## src/gmdc_pkg.sv

```systemverilog
// Shared types, codes and constants for the gate motor direction controller.
`timescale 1ns / 1ps
package gmdc_pkg;

	// Age counter width and derived limits
	localparam int TIMER_BITS = 16;
	localparam int CFG_W      = 16;
	localparam int CFG_IDX_W  = 3;
	localparam int CMP_W      = (TIMER_BITS > CFG_W) ? TIMER_BITS : CFG_W;

	typedef logic [TIMER_BITS-1:0] timer_t;
	typedef logic [CMP_W-1:0]      cmp_t;
	typedef logic [CFG_W-1:0]      cfg_word_t;

	localparam timer_t TMAX = {TIMER_BITS{1'b1}};

	// Register indexes
	localparam logic [CFG_IDX_W-1:0] REG_MIN_STOP      = 3'd0;
	localparam logic [CFG_IDX_W-1:0] REG_MIN_REVERSE   = 3'd1;
	localparam logic [CFG_IDX_W-1:0] REG_DEBOUNCE      = 3'd2;
	localparam logic [CFG_IDX_W-1:0] REG_START_MIN     = 3'd3;
	localparam logic [CFG_IDX_W-1:0] REG_START_MAX     = 3'd4;
	localparam logic [CFG_IDX_W-1:0] REG_START_CUR     = 3'd5;
	localparam logic [CFG_IDX_W-1:0] REG_BUTTON_ACTIVE = 3'd6;

	// Command codes
	localparam logic [2:0] CMD_NONE       = 3'd0;
	localparam logic [2:0] CMD_OPEN       = 3'd1;
	localparam logic [2:0] CMD_CLOSE      = 3'd2;
	localparam logic [2:0] CMD_STOP       = 3'd3;
	localparam logic [2:0] CMD_TEST_OPEN  = 3'd4;
	localparam logic [2:0] CMD_TEST_CLOSE = 3'd5;
	localparam logic [2:0] CMD_TEST_STOP  = 3'd6;
	localparam logic [2:0] CMD_OBSTACLE   = 3'd7;

	// Request status codes
	localparam logic [2:0] ST_OK         = 3'd0;
	localparam logic [2:0] ST_TOO_SOON   = 3'd1;
	localparam logic [2:0] ST_REV_FAST   = 3'd2;
	localparam logic [2:0] ST_AT_LIMIT   = 3'd3;
	localparam logic [2:0] ST_BUTTON     = 3'd4;

	// Motion output codes
	localparam logic [1:0] MOT_IDLE    = 2'd0;
	localparam logic [1:0] MOT_OPENING = 2'd1;
	localparam logic [1:0] MOT_CLOSING = 2'd2;
	localparam logic [1:0] MOT_BACKOFF = 2'd3;

	// Position output codes
	localparam logic [1:0] POS_OPEN   = 2'd0;
	localparam logic [1:0] POS_CLOSED = 2'd1;
	localparam logic [1:0] POS_MIDDLE = 2'd2;

	// Motion state, one-hot
	typedef enum logic [3:0] {
		MS_IDLE    = 4'b0001,
		MS_OPENING = 4'b0010,
		MS_CLOSING = 4'b0100,
		MS_BACKOFF = 4'b1000
	} mstate_t;

	typedef struct packed {
		cfg_word_t min_stop_ms;
		cfg_word_t min_reverse_ms;
		cfg_word_t debounce_ms;
		cfg_word_t start_min_ms;
		cfg_word_t start_max_ms;
		cfg_word_t start_current_limit;
		logic      button_active_level;
	} cfg_t;

	typedef struct packed {
		mstate_t motion_state;
		logic    last_dir_open;
		timer_t  since_stop_ms;
		timer_t  since_dir_change_ms;
		logic    button_prev;
		logic    button_stable;
		timer_t  button_age_ms;
		logic    start_active;
		logic    start_finished;
		timer_t  start_age_ms;
		logic    drv_main;
		logic    drv_rev;
		logic    drv_start;
	} gate_state_t;

	typedef struct packed {
		logic [15:0] motor_current_ma;
		logic        closed_limit;
		logic        open_limit;
		logic        button_level;
		logic        obstacle_while_opening;
		logic [2:0]  command;
	} tick_t;

	typedef struct packed {
		logic [1:0] position;
		logic [2:0] request_status;
		logic [1:0] motion;
		logic       lamp_on;
		logic       start_relay_on;
		logic       reverse_relay_on;
		logic       main_switch_on;
	} result_t;

	function automatic timer_t sat_inc(timer_t x);
		return (x == TMAX) ? x : x + timer_t'(1);
	endfunction

	function automatic logic [1:0] motion_code(mstate_t m);
		logic [1:0] code;
		unique case (m)
			MS_OPENING: code = MOT_OPENING;
			MS_CLOSING: code = MOT_CLOSING;
			MS_BACKOFF: code = MOT_BACKOFF;
			default:    code = MOT_IDLE;
		endcase
		return code;
	endfunction

endpackage

```

## src/gmdc_core.sv

```systemverilog
// Per-tick next-state and result logic of the gate motor controller.
`timescale 1ns / 1ps
module gmdc_core import gmdc_pkg::*; (
	input  cfg_t        cfg,
	input  gate_state_t cur,
	input  tick_t       tick,
	output gate_state_t nxt,
	output result_t     res
);

	always_comb begin
		gate_state_t s;
		logic [2:0]  status;
		logic [2:0]  r;
		logic        dir;
		logic        fire;
		logic        refuse_limit;

		s      = cur;
		status = ST_OK;
		r      = ST_OK;
		dir    = 1'b0;
		fire   = 1'b0;
		refuse_limit = 1'b0;

		// Advance all age counters
		s.since_stop_ms       = sat_inc(s.since_stop_ms);
		s.since_dir_change_ms = sat_inc(s.since_dir_change_ms);
		s.button_age_ms       = sat_inc(s.button_age_ms);
		s.start_age_ms        = sat_inc(s.start_age_ms);

		// Apply the command
		unique case (tick.command)
			CMD_OPEN, CMD_CLOSE: begin
				dir = (tick.command == CMD_OPEN);
				refuse_limit = dir ? tick.open_limit : tick.closed_limit;
				if (cmp_t'(s.since_stop_ms) < cmp_t'(cfg.min_stop_ms)) begin
					status = ST_TOO_SOON;
				end else if (cmp_t'(s.since_dir_change_ms) < cmp_t'(cfg.min_reverse_ms)) begin
					status = ST_REV_FAST;
				end else if (s.motion_state == MS_IDLE && refuse_limit) begin
					status = ST_AT_LIMIT;
				end else begin
					s.drv_main = 1'b1;
					s.drv_rev = !dir;
					s.drv_start = 1'b0;
					s.motion_state = dir ? MS_OPENING : MS_CLOSING;
					s.last_dir_open = dir;
					s.since_stop_ms = '0;
					s.start_active = 1'b0;
					s.start_finished = 1'b0;
					s.since_dir_change_ms = '0;
				end
			end
			CMD_STOP, CMD_TEST_STOP: begin
				s.drv_main = 1'b0;
				s.drv_rev = 1'b0;
				s.drv_start = 1'b0;
				s.motion_state = MS_IDLE;
				s.since_stop_ms = '0;
				s.start_active = 1'b0;
				s.start_finished = 1'b0;
			end
			CMD_TEST_OPEN, CMD_TEST_CLOSE: begin
				dir = (tick.command == CMD_TEST_OPEN);
				s.drv_main = 1'b1;
				s.drv_rev = !dir;
				s.drv_start = 1'b0;
				s.motion_state = dir ? MS_OPENING : MS_CLOSING;
				s.last_dir_open = dir;
				s.since_stop_ms = '0;
				s.start_active = 1'b0;
				s.start_finished = 1'b0;
			end
			CMD_OBSTACLE: begin
				s.drv_main = 1'b1;
				s.drv_rev = tick.obstacle_while_opening;
				s.drv_start = 1'b0;
				s.last_dir_open = !tick.obstacle_while_opening;
				s.motion_state = MS_BACKOFF;
				s.start_active = 1'b0;
				s.start_finished = 1'b0;
				s.since_dir_change_ms = '0;
				s.since_stop_ms = (cmp_t'(cfg.min_stop_ms) < cmp_t'(TMAX)) ?
					timer_t'(cfg.min_stop_ms) : TMAX;
			end
			default: begin
			end
		endcase

		// Debounce the button and act on a press
		if (tick.button_level != s.button_prev)
			s.button_age_ms = '0;
		if (cmp_t'(s.button_age_ms) > cmp_t'(cfg.debounce_ms) &&
		    tick.button_level != s.button_stable) begin
			s.button_stable = tick.button_level;
			fire = (tick.button_level == cfg.button_active_level);
		end
		if (fire) begin
			if (s.motion_state != MS_IDLE) begin
				s.drv_main = 1'b0;
				s.drv_rev = 1'b0;
				s.drv_start = 1'b0;
				s.motion_state = MS_IDLE;
				s.since_stop_ms = '0;
				s.start_active = 1'b0;
				s.start_finished = 1'b0;
			end else begin
				dir = s.last_dir_open ? tick.closed_limit : !tick.open_limit;
				refuse_limit = dir ? tick.open_limit : tick.closed_limit;
				if (cmp_t'(s.since_stop_ms) < cmp_t'(cfg.min_stop_ms)) begin
					r = ST_TOO_SOON;
				end else if (cmp_t'(s.since_dir_change_ms) < cmp_t'(cfg.min_reverse_ms)) begin
					r = ST_REV_FAST;
				end else if (refuse_limit) begin
					r = ST_AT_LIMIT;
				end else begin
					s.drv_main = 1'b1;
					s.drv_rev = !dir;
					s.drv_start = 1'b0;
					s.motion_state = dir ? MS_OPENING : MS_CLOSING;
					s.last_dir_open = dir;
					s.since_stop_ms = '0;
					s.start_active = 1'b0;
					s.start_finished = 1'b0;
					s.since_dir_change_ms = '0;
				end
			end
			status = (r != ST_OK) ? r : ST_BUTTON;
		end
		s.button_prev = tick.button_level;

		// Hold or release the start relay
		if (s.motion_state == MS_OPENING || s.motion_state == MS_CLOSING) begin
			if (!s.start_active && !s.start_finished) begin
				s.start_active = 1'b1;
				s.start_age_ms = '0;
				s.drv_start = 1'b1;
			end else if (s.start_active) begin
				if ((tick.motor_current_ma < cfg.start_current_limit &&
				     cmp_t'(s.start_age_ms) > cmp_t'(cfg.start_min_ms)) ||
				    cmp_t'(s.start_age_ms) > cmp_t'(cfg.start_max_ms)) begin
					s.start_active = 1'b0;
					s.start_finished = 1'b1;
					s.drv_start = 1'b0;
				end
			end
		end else begin
			s.start_active = 1'b0;
			s.start_finished = 1'b0;
			s.drv_start = 1'b0;
		end

		nxt = s;

		// Form the result beat
		res.main_switch_on   = s.drv_main;
		res.reverse_relay_on = s.drv_rev;
		res.start_relay_on   = s.drv_start;
		res.lamp_on          = (s.motion_state != MS_IDLE);
		res.motion           = motion_code(s.motion_state);
		res.request_status   = status;
		if (tick.open_limit && !tick.closed_limit)
			res.position = POS_OPEN;
		else if (!tick.open_limit && tick.closed_limit)
			res.position = POS_CLOSED;
		else
			res.position = POS_MIDDLE;
	end

endmodule

```

## src/gate_motor_direction_controller.sv

```systemverilog
// Top level of the gate motor direction controller: handshake, config and state.
//
// Usage: each input beat on the s_ channel is one millisecond tick. s_tuser
// carries the command code; s_tdata carries obstacle direction, button level,
// the two limit switches and the motor current sample. Every tick yields
// exactly one result beat on the m_ channel with the relay drives, lamp,
// motion code, request status and limit-switch position.
// A tick is taken into the input register, evaluated combinationally and
// placed in the result register. Throughput: one tick per cycle while the
// receiver takes result beats. Configuration, via cfg_we/cfg_idx/cfg_data,
// is the user's to write only while idle; the block does not enforce this.
// Reset (arst_n low) idles the gate, drops all drives, saturates the stop and
// direction ages and loads the default configuration.
// A stalled receiver holds the result beat in place; one more tick may sit in
// the input register, after which s_tready falls until m_tready returns.
`timescale 1ns / 1ps
module gate_motor_direction_controller import gmdc_pkg::*; (
	input  logic                 clk,
	input  logic                 arst_n,
	input  logic                 cfg_we,
	input  logic [CFG_IDX_W-1:0] cfg_idx,
	input  logic [CFG_W-1:0]     cfg_data,
	input  logic                 s_tvalid,
	output logic                 s_tready,
	// [0] obstacle_while_opening, [1] button_level, [2] open_limit,
	// [3] closed_limit, [19:4] motor_current_ma, [23:20] zero
	input  logic [23:0]          s_tdata,
	// [2:0] command
	input  logic [2:0]           s_tuser,
	output logic                 m_tvalid,
	input  logic                 m_tready,
	// [0] main_switch_on, [1] reverse_relay_on, [2] start_relay_on, [3] lamp_on,
	// [5:4] motion, [8:6] request_status, [10:9] position, [15:11] zero
	output logic [15:0]          m_tdata
);

	cfg_t        cfg_q;
	gate_state_t state_q;
	gate_state_t state_nxt;
	tick_t       tick_s1;
	logic        valid_s1;
	result_t     res_nxt;
	result_t     res_q;
	logic        out_valid_q;
	logic        out_free;
	logic        adv;

	assign out_free = !out_valid_q || m_tready;
	assign adv      = valid_s1 && out_free;
	assign s_tready = !valid_s1 || out_free;

	// Write configuration registers
	always_ff @(posedge clk or negedge arst_n) begin
		if (!arst_n) begin
			cfg_q.min_stop_ms         <= 16'd300;
			cfg_q.min_reverse_ms      <= 16'd800;
			cfg_q.debounce_ms         <= 16'd100;
			cfg_q.start_min_ms        <= 16'd1000;
			cfg_q.start_max_ms        <= 16'd3000;
			cfg_q.start_current_limit <= 16'd2000;
			cfg_q.button_active_level <= 1'b0;
		end else if (cfg_we) begin
			unique case (cfg_idx)
				REG_MIN_STOP:      cfg_q.min_stop_ms         <= cfg_data;
				REG_MIN_REVERSE:   cfg_q.min_reverse_ms      <= cfg_data;
				REG_DEBOUNCE:      cfg_q.debounce_ms         <= cfg_data;
				REG_START_MIN:     cfg_q.start_min_ms        <= cfg_data;
				REG_START_MAX:     cfg_q.start_max_ms        <= cfg_data;
				REG_START_CUR:     cfg_q.start_current_limit <= cfg_data;
				REG_BUTTON_ACTIVE: cfg_q.button_active_level <= cfg_data[0];
				default: begin
				end
			endcase
		end
	end

	// Capture the input beat
	always_ff @(posedge clk or negedge arst_n) begin
		if (!arst_n) begin
			valid_s1 <= 1'b0;
		end else if (s_tready) begin
			valid_s1 <= s_tvalid;
		end
	end

	always_ff @(posedge clk) begin
		if (s_tvalid && s_tready) begin
			tick_s1.command                <= s_tuser;
			tick_s1.obstacle_while_opening <= s_tdata[0];
			tick_s1.button_level           <= s_tdata[1];
			tick_s1.open_limit             <= s_tdata[2];
			tick_s1.closed_limit           <= s_tdata[3];
			tick_s1.motor_current_ma       <= s_tdata[19:4];
		end
	end

	gmdc_core u_core (
		.cfg  (cfg_q),
		.cur  (state_q),
		.tick (tick_s1),
		.nxt  (state_nxt),
		.res  (res_nxt)
	);

	// Advance the controller state once per evaluated tick
	always_ff @(posedge clk or negedge arst_n) begin
		if (!arst_n) begin
			state_q.motion_state        <= MS_IDLE;
			state_q.last_dir_open       <= 1'b1;
			state_q.since_stop_ms       <= TMAX;
			state_q.since_dir_change_ms <= TMAX;
			state_q.button_prev         <= 1'b1;
			state_q.button_stable       <= 1'b1;
			state_q.button_age_ms       <= '0;
			state_q.start_active        <= 1'b0;
			state_q.start_finished      <= 1'b0;
			state_q.start_age_ms        <= '0;
			state_q.drv_main            <= 1'b0;
			state_q.drv_rev             <= 1'b0;
			state_q.drv_start           <= 1'b0;
		end else if (adv) begin
			state_q <= state_nxt;
		end
	end

	// Hold the result beat until taken
	always_ff @(posedge clk or negedge arst_n) begin
		if (!arst_n) begin
			out_valid_q <= 1'b0;
		end else if (out_free) begin
			out_valid_q <= valid_s1;
		end
	end

	always_ff @(posedge clk) begin
		if (adv)
			res_q <= res_nxt;
	end

	assign m_tvalid = out_valid_q;
	assign m_tdata  = {5'd0, res_q.position, res_q.request_status, res_q.motion,
		res_q.lamp_on, res_q.start_relay_on, res_q.reverse_relay_on,
		res_q.main_switch_on};

endmodule
```

## config.mk

```make
export PLATFORM = sky130hd
export DESIGN_NAME = gate_motor_direction_controller
export DESIGN_NICKNAME = d
export VERILOG_FILES = /design/src/gmdc_pkg.sv /design/src/gmdc_core.sv /design/src/gate_motor_direction_controller.sv
export SDC_FILE = /design/constraint.sdc
export NUM_CORES = 1
export LEC_CHECK = 0
export BUFFER_PORTS_ARGS = -buffer_cell sky130_fd_sc_hd__buf_2
export CORE_UTILIZATION = 45
export DETAILED_ROUTE_END_ITERATION = 8
export GPL_ROUTABILITY_DRIVEN = 0
export SLEW_MARGIN = 20
export SYNTH_ARGS = -nofsm -noshare
export SYNTH_HDL_FRONTEND = slang
export SYNTH_SLANG_ARGS = --single-unit
```

## constraint.sdc

```tcl
create_clock -name clk -period 8.25 [get_ports clk]
set_clock_uncertainty 0.2 [all_clocks]
set_input_delay 1.65 -clock clk [delete_from_list [all_inputs] [get_ports clk]]
set_output_delay 1.65 -clock clk [all_outputs]
set_load 0.03 [all_outputs]
```

==> metrics.csv <==
metric,value,unit
p_per_area,232,nW/um^2
ys_seq_elements,209,
worst_pin_slew,1.05,ns
ys_seq_area_share,41.0,%
synth_edf_count,34,
syn_inst,1431,
grt_start_max_net_pins,68,
cts_tree,yes,
max_freq,129,MHz
status,"complete, no violations",
maxSlewHeadroom,29.2,%
hold_viol_final,0,
synthFlopType,dfrtp_1,
grtUsageTotal,21.8,%
clockBufferDepth,3,
die_x,174,microns
wl,31900,microns
startpoint_type,flip-flop,
grt_pass1_vias,10400,
ctsHoldBuffers,0,
drc,0,
finalPower,3490,uW
final_common_cell,nand2_1,
min_period,7.72,ns
nets,1666,
start_util,46.2,%
grt_pass1_wl,53200,microns
yosys_warnings,0,
max_cap_viol_count,0,
hpwl,22900,microns
drtAntennaViolNets,0,
rsz0062_at_grt,no,
numPortBuffers,59,
synth_cell_types,79,
dpl-instance-area,14100,sq um
synth_area_leaders,"dfrtp_1 21%, dfstp_2 13%, ha_1 12%",
die_h,174,microns
setup_viol,0,
irDropWorstVdd,0.188,mV
worstPathRequired,8.47,ns
drt_first_pass_iters,5,
cpPeakStageDelay,0.59,ns
area.growth.synth_to_final,12.3,%
period_share,93.6,%
antenna_cells,0,
gr-total-overflow,0,
mostFrequentLayoutCells,"190 x nand2_1, 127 x ha_1, 110 x inv_1, 110 x dfrtp_1, 105 x o21ai_0",
drive_gt1_share,18.7,%
place_inst,1845,
crit_fanout,7,
clk_latency,0.54,ns
fin_area,15000,sq um
yosys.area.top_type,dfrtp_1,
top_level_ports,69,
coreArea,28900,sq um
p_leak,0.00681,uW
async_flop_share,83.7,%
finalNonFillerCells,1891,
clk_pin_slew,0.06,ns
critical_path_class,reg2reg,
post_cts_buffers,0,
cts-root-buf,clkbuf_16,
avgSynthCellArea,9.33,sq um
synth_area,13400,sq um
arrival,7.94,ns
synth.top_cell.area_share,20.6,%
vias_per_cell,5.49,
cts-htree-levels,1,
numCtsBuffers,25,
die_area,30400,sq um
drt_iter0_drc,613,
clock-sinks,209,
num_vias,10400,
critPathCaptureType,flip-flop,
fin_setup_tns,0,ns
hold_class,reg2reg,
slew_violations,0,
grt_antenna_before_repair,0,
wl_per_cell,16.9,microns
num_rows,62,
cp_slowest_cell,dfstp_2,
-- flip-flops by register name (all words and copies together), names as in the netlist --
signal	count
m_tvalid	1
tick_s1	23
cfg_q	97
state_q	76
valid_s1	1
m_tdata	11
-- cell families (layout without fill, tap and decap cells) --
logic type / Yosys count / count (layout) / share of synthesized area [%]
other: 1 / 5 / 0.0281
multiplexers: 52 / 52 / 4.35
XOR/XNOR: 61 / 61 / 4.00
buffers and inverters: 171 / 243 / 5.23
flip-flops: 209 / 209 / 41.0
AND/OR/NAND/NOR: 491 / 491 / 17.8
AO/OA/AOI/OAI: 318 / 318 / 15.6
adder cells (fa/ha/maj): 128 / 128 / 12.0
-- layout make-up --
type | count | area [sq um]
fillers | 2661 | 13900
repair buffers | 86 | 504
multi-input cells | 1055 | 7230
clock inverters | 13 | 183
well taps | 384 | 480
flip-flops and latches | 209 | 5480
inverters | 111 | 417
clock buffers | 33 | 706
-- worst paths after layout --
path / endpoint / depth (start not counted) / slack [ns] / startpoint
min reg2reg: state_q[38] / 2 / 0.27 / state_q[38]
max: state_q[0] / 31 / 0.53 / state_q[39]
max in group asynchronous: state_q[75] / 2 / 5.69 / arst_n
min: state_q[38] / 2 / 0.27 / state_q[38]
min in group asynchronous: state_q[2] / 1 / 0.92 / arst_n
max reg2reg: state_q[0] / 31 / 0.53 / state_q[39]
-- what timing repair did --
item | 4_1_cts | 5_1_grt
endpoints found under the hold margin | 0 | 0
endpoints found under the setup margin | 0 | 6
gates resized for setup | 0 | 1
-- stage by stage --
step           setup WS, ns  hold slack (ns)  utilization (%)
6_report              0.527            0.266             51.8
5_1_grt              0.0190            0.293             51.8
4_1_cts               0.364            0.267             51.8
3_5_place_dp          0.482            0.257             48.8
3_3_place_gp          0.437            0.253             48.7
2_1_floorplan          1.18            0.246                -
-- synth_stat cells, drive strengths merged, types with 17 or more instances --
cell,n
a21o,17
a21oi,60
a22o,32
buf,19
clkbuf,41
dfrtp,110
dfstp,65
edfxtp,34
ha,127
inv,111
mux2,45
nand2,192
nand3,43
nand4,31
nor2,101
nor2b,20
nor3,21
o21ai,117
xnor2,30
xor2,31
-- metal layers --
metal  global-route usage, %  up-vias  part of all wire, %  wire length, microns
met1                    29.8     4951                   47                 15100
met3                    2.67       45                  3.5                  1130
met4                    5.56        0                  2.2                   711
li1                        -     5168                    -                     -
met2                    36.5      210                   47                 15000
met5                       0        -                    0                     0
-- report_power, final --
group / switching (uW) / leakage (uW) / total, uW / internal, uW
registers: 123 / 0.00239 / 1380 / 1260
clock network: 451 / 0.000441 / 1180 / 729
logic: 536 / 0.00399 / 923 / 387
-- worst max-delay path: cells and delay by family (launching register included) --
family / cells / cell delay, ns
AOI/OAI and AO/OA: 12 / 3.00
xor gates and xnor gates: 1 / 0.31
buffers and inverters: 4 / 0.59
adders and majority gates: 4 / 1.19
muxes: 1 / 0.30
and+or+nand+nor: 9 / 1.41
DFF: 1 / 0.59
No activity file was read; power rests on OpenSTA's default activity.
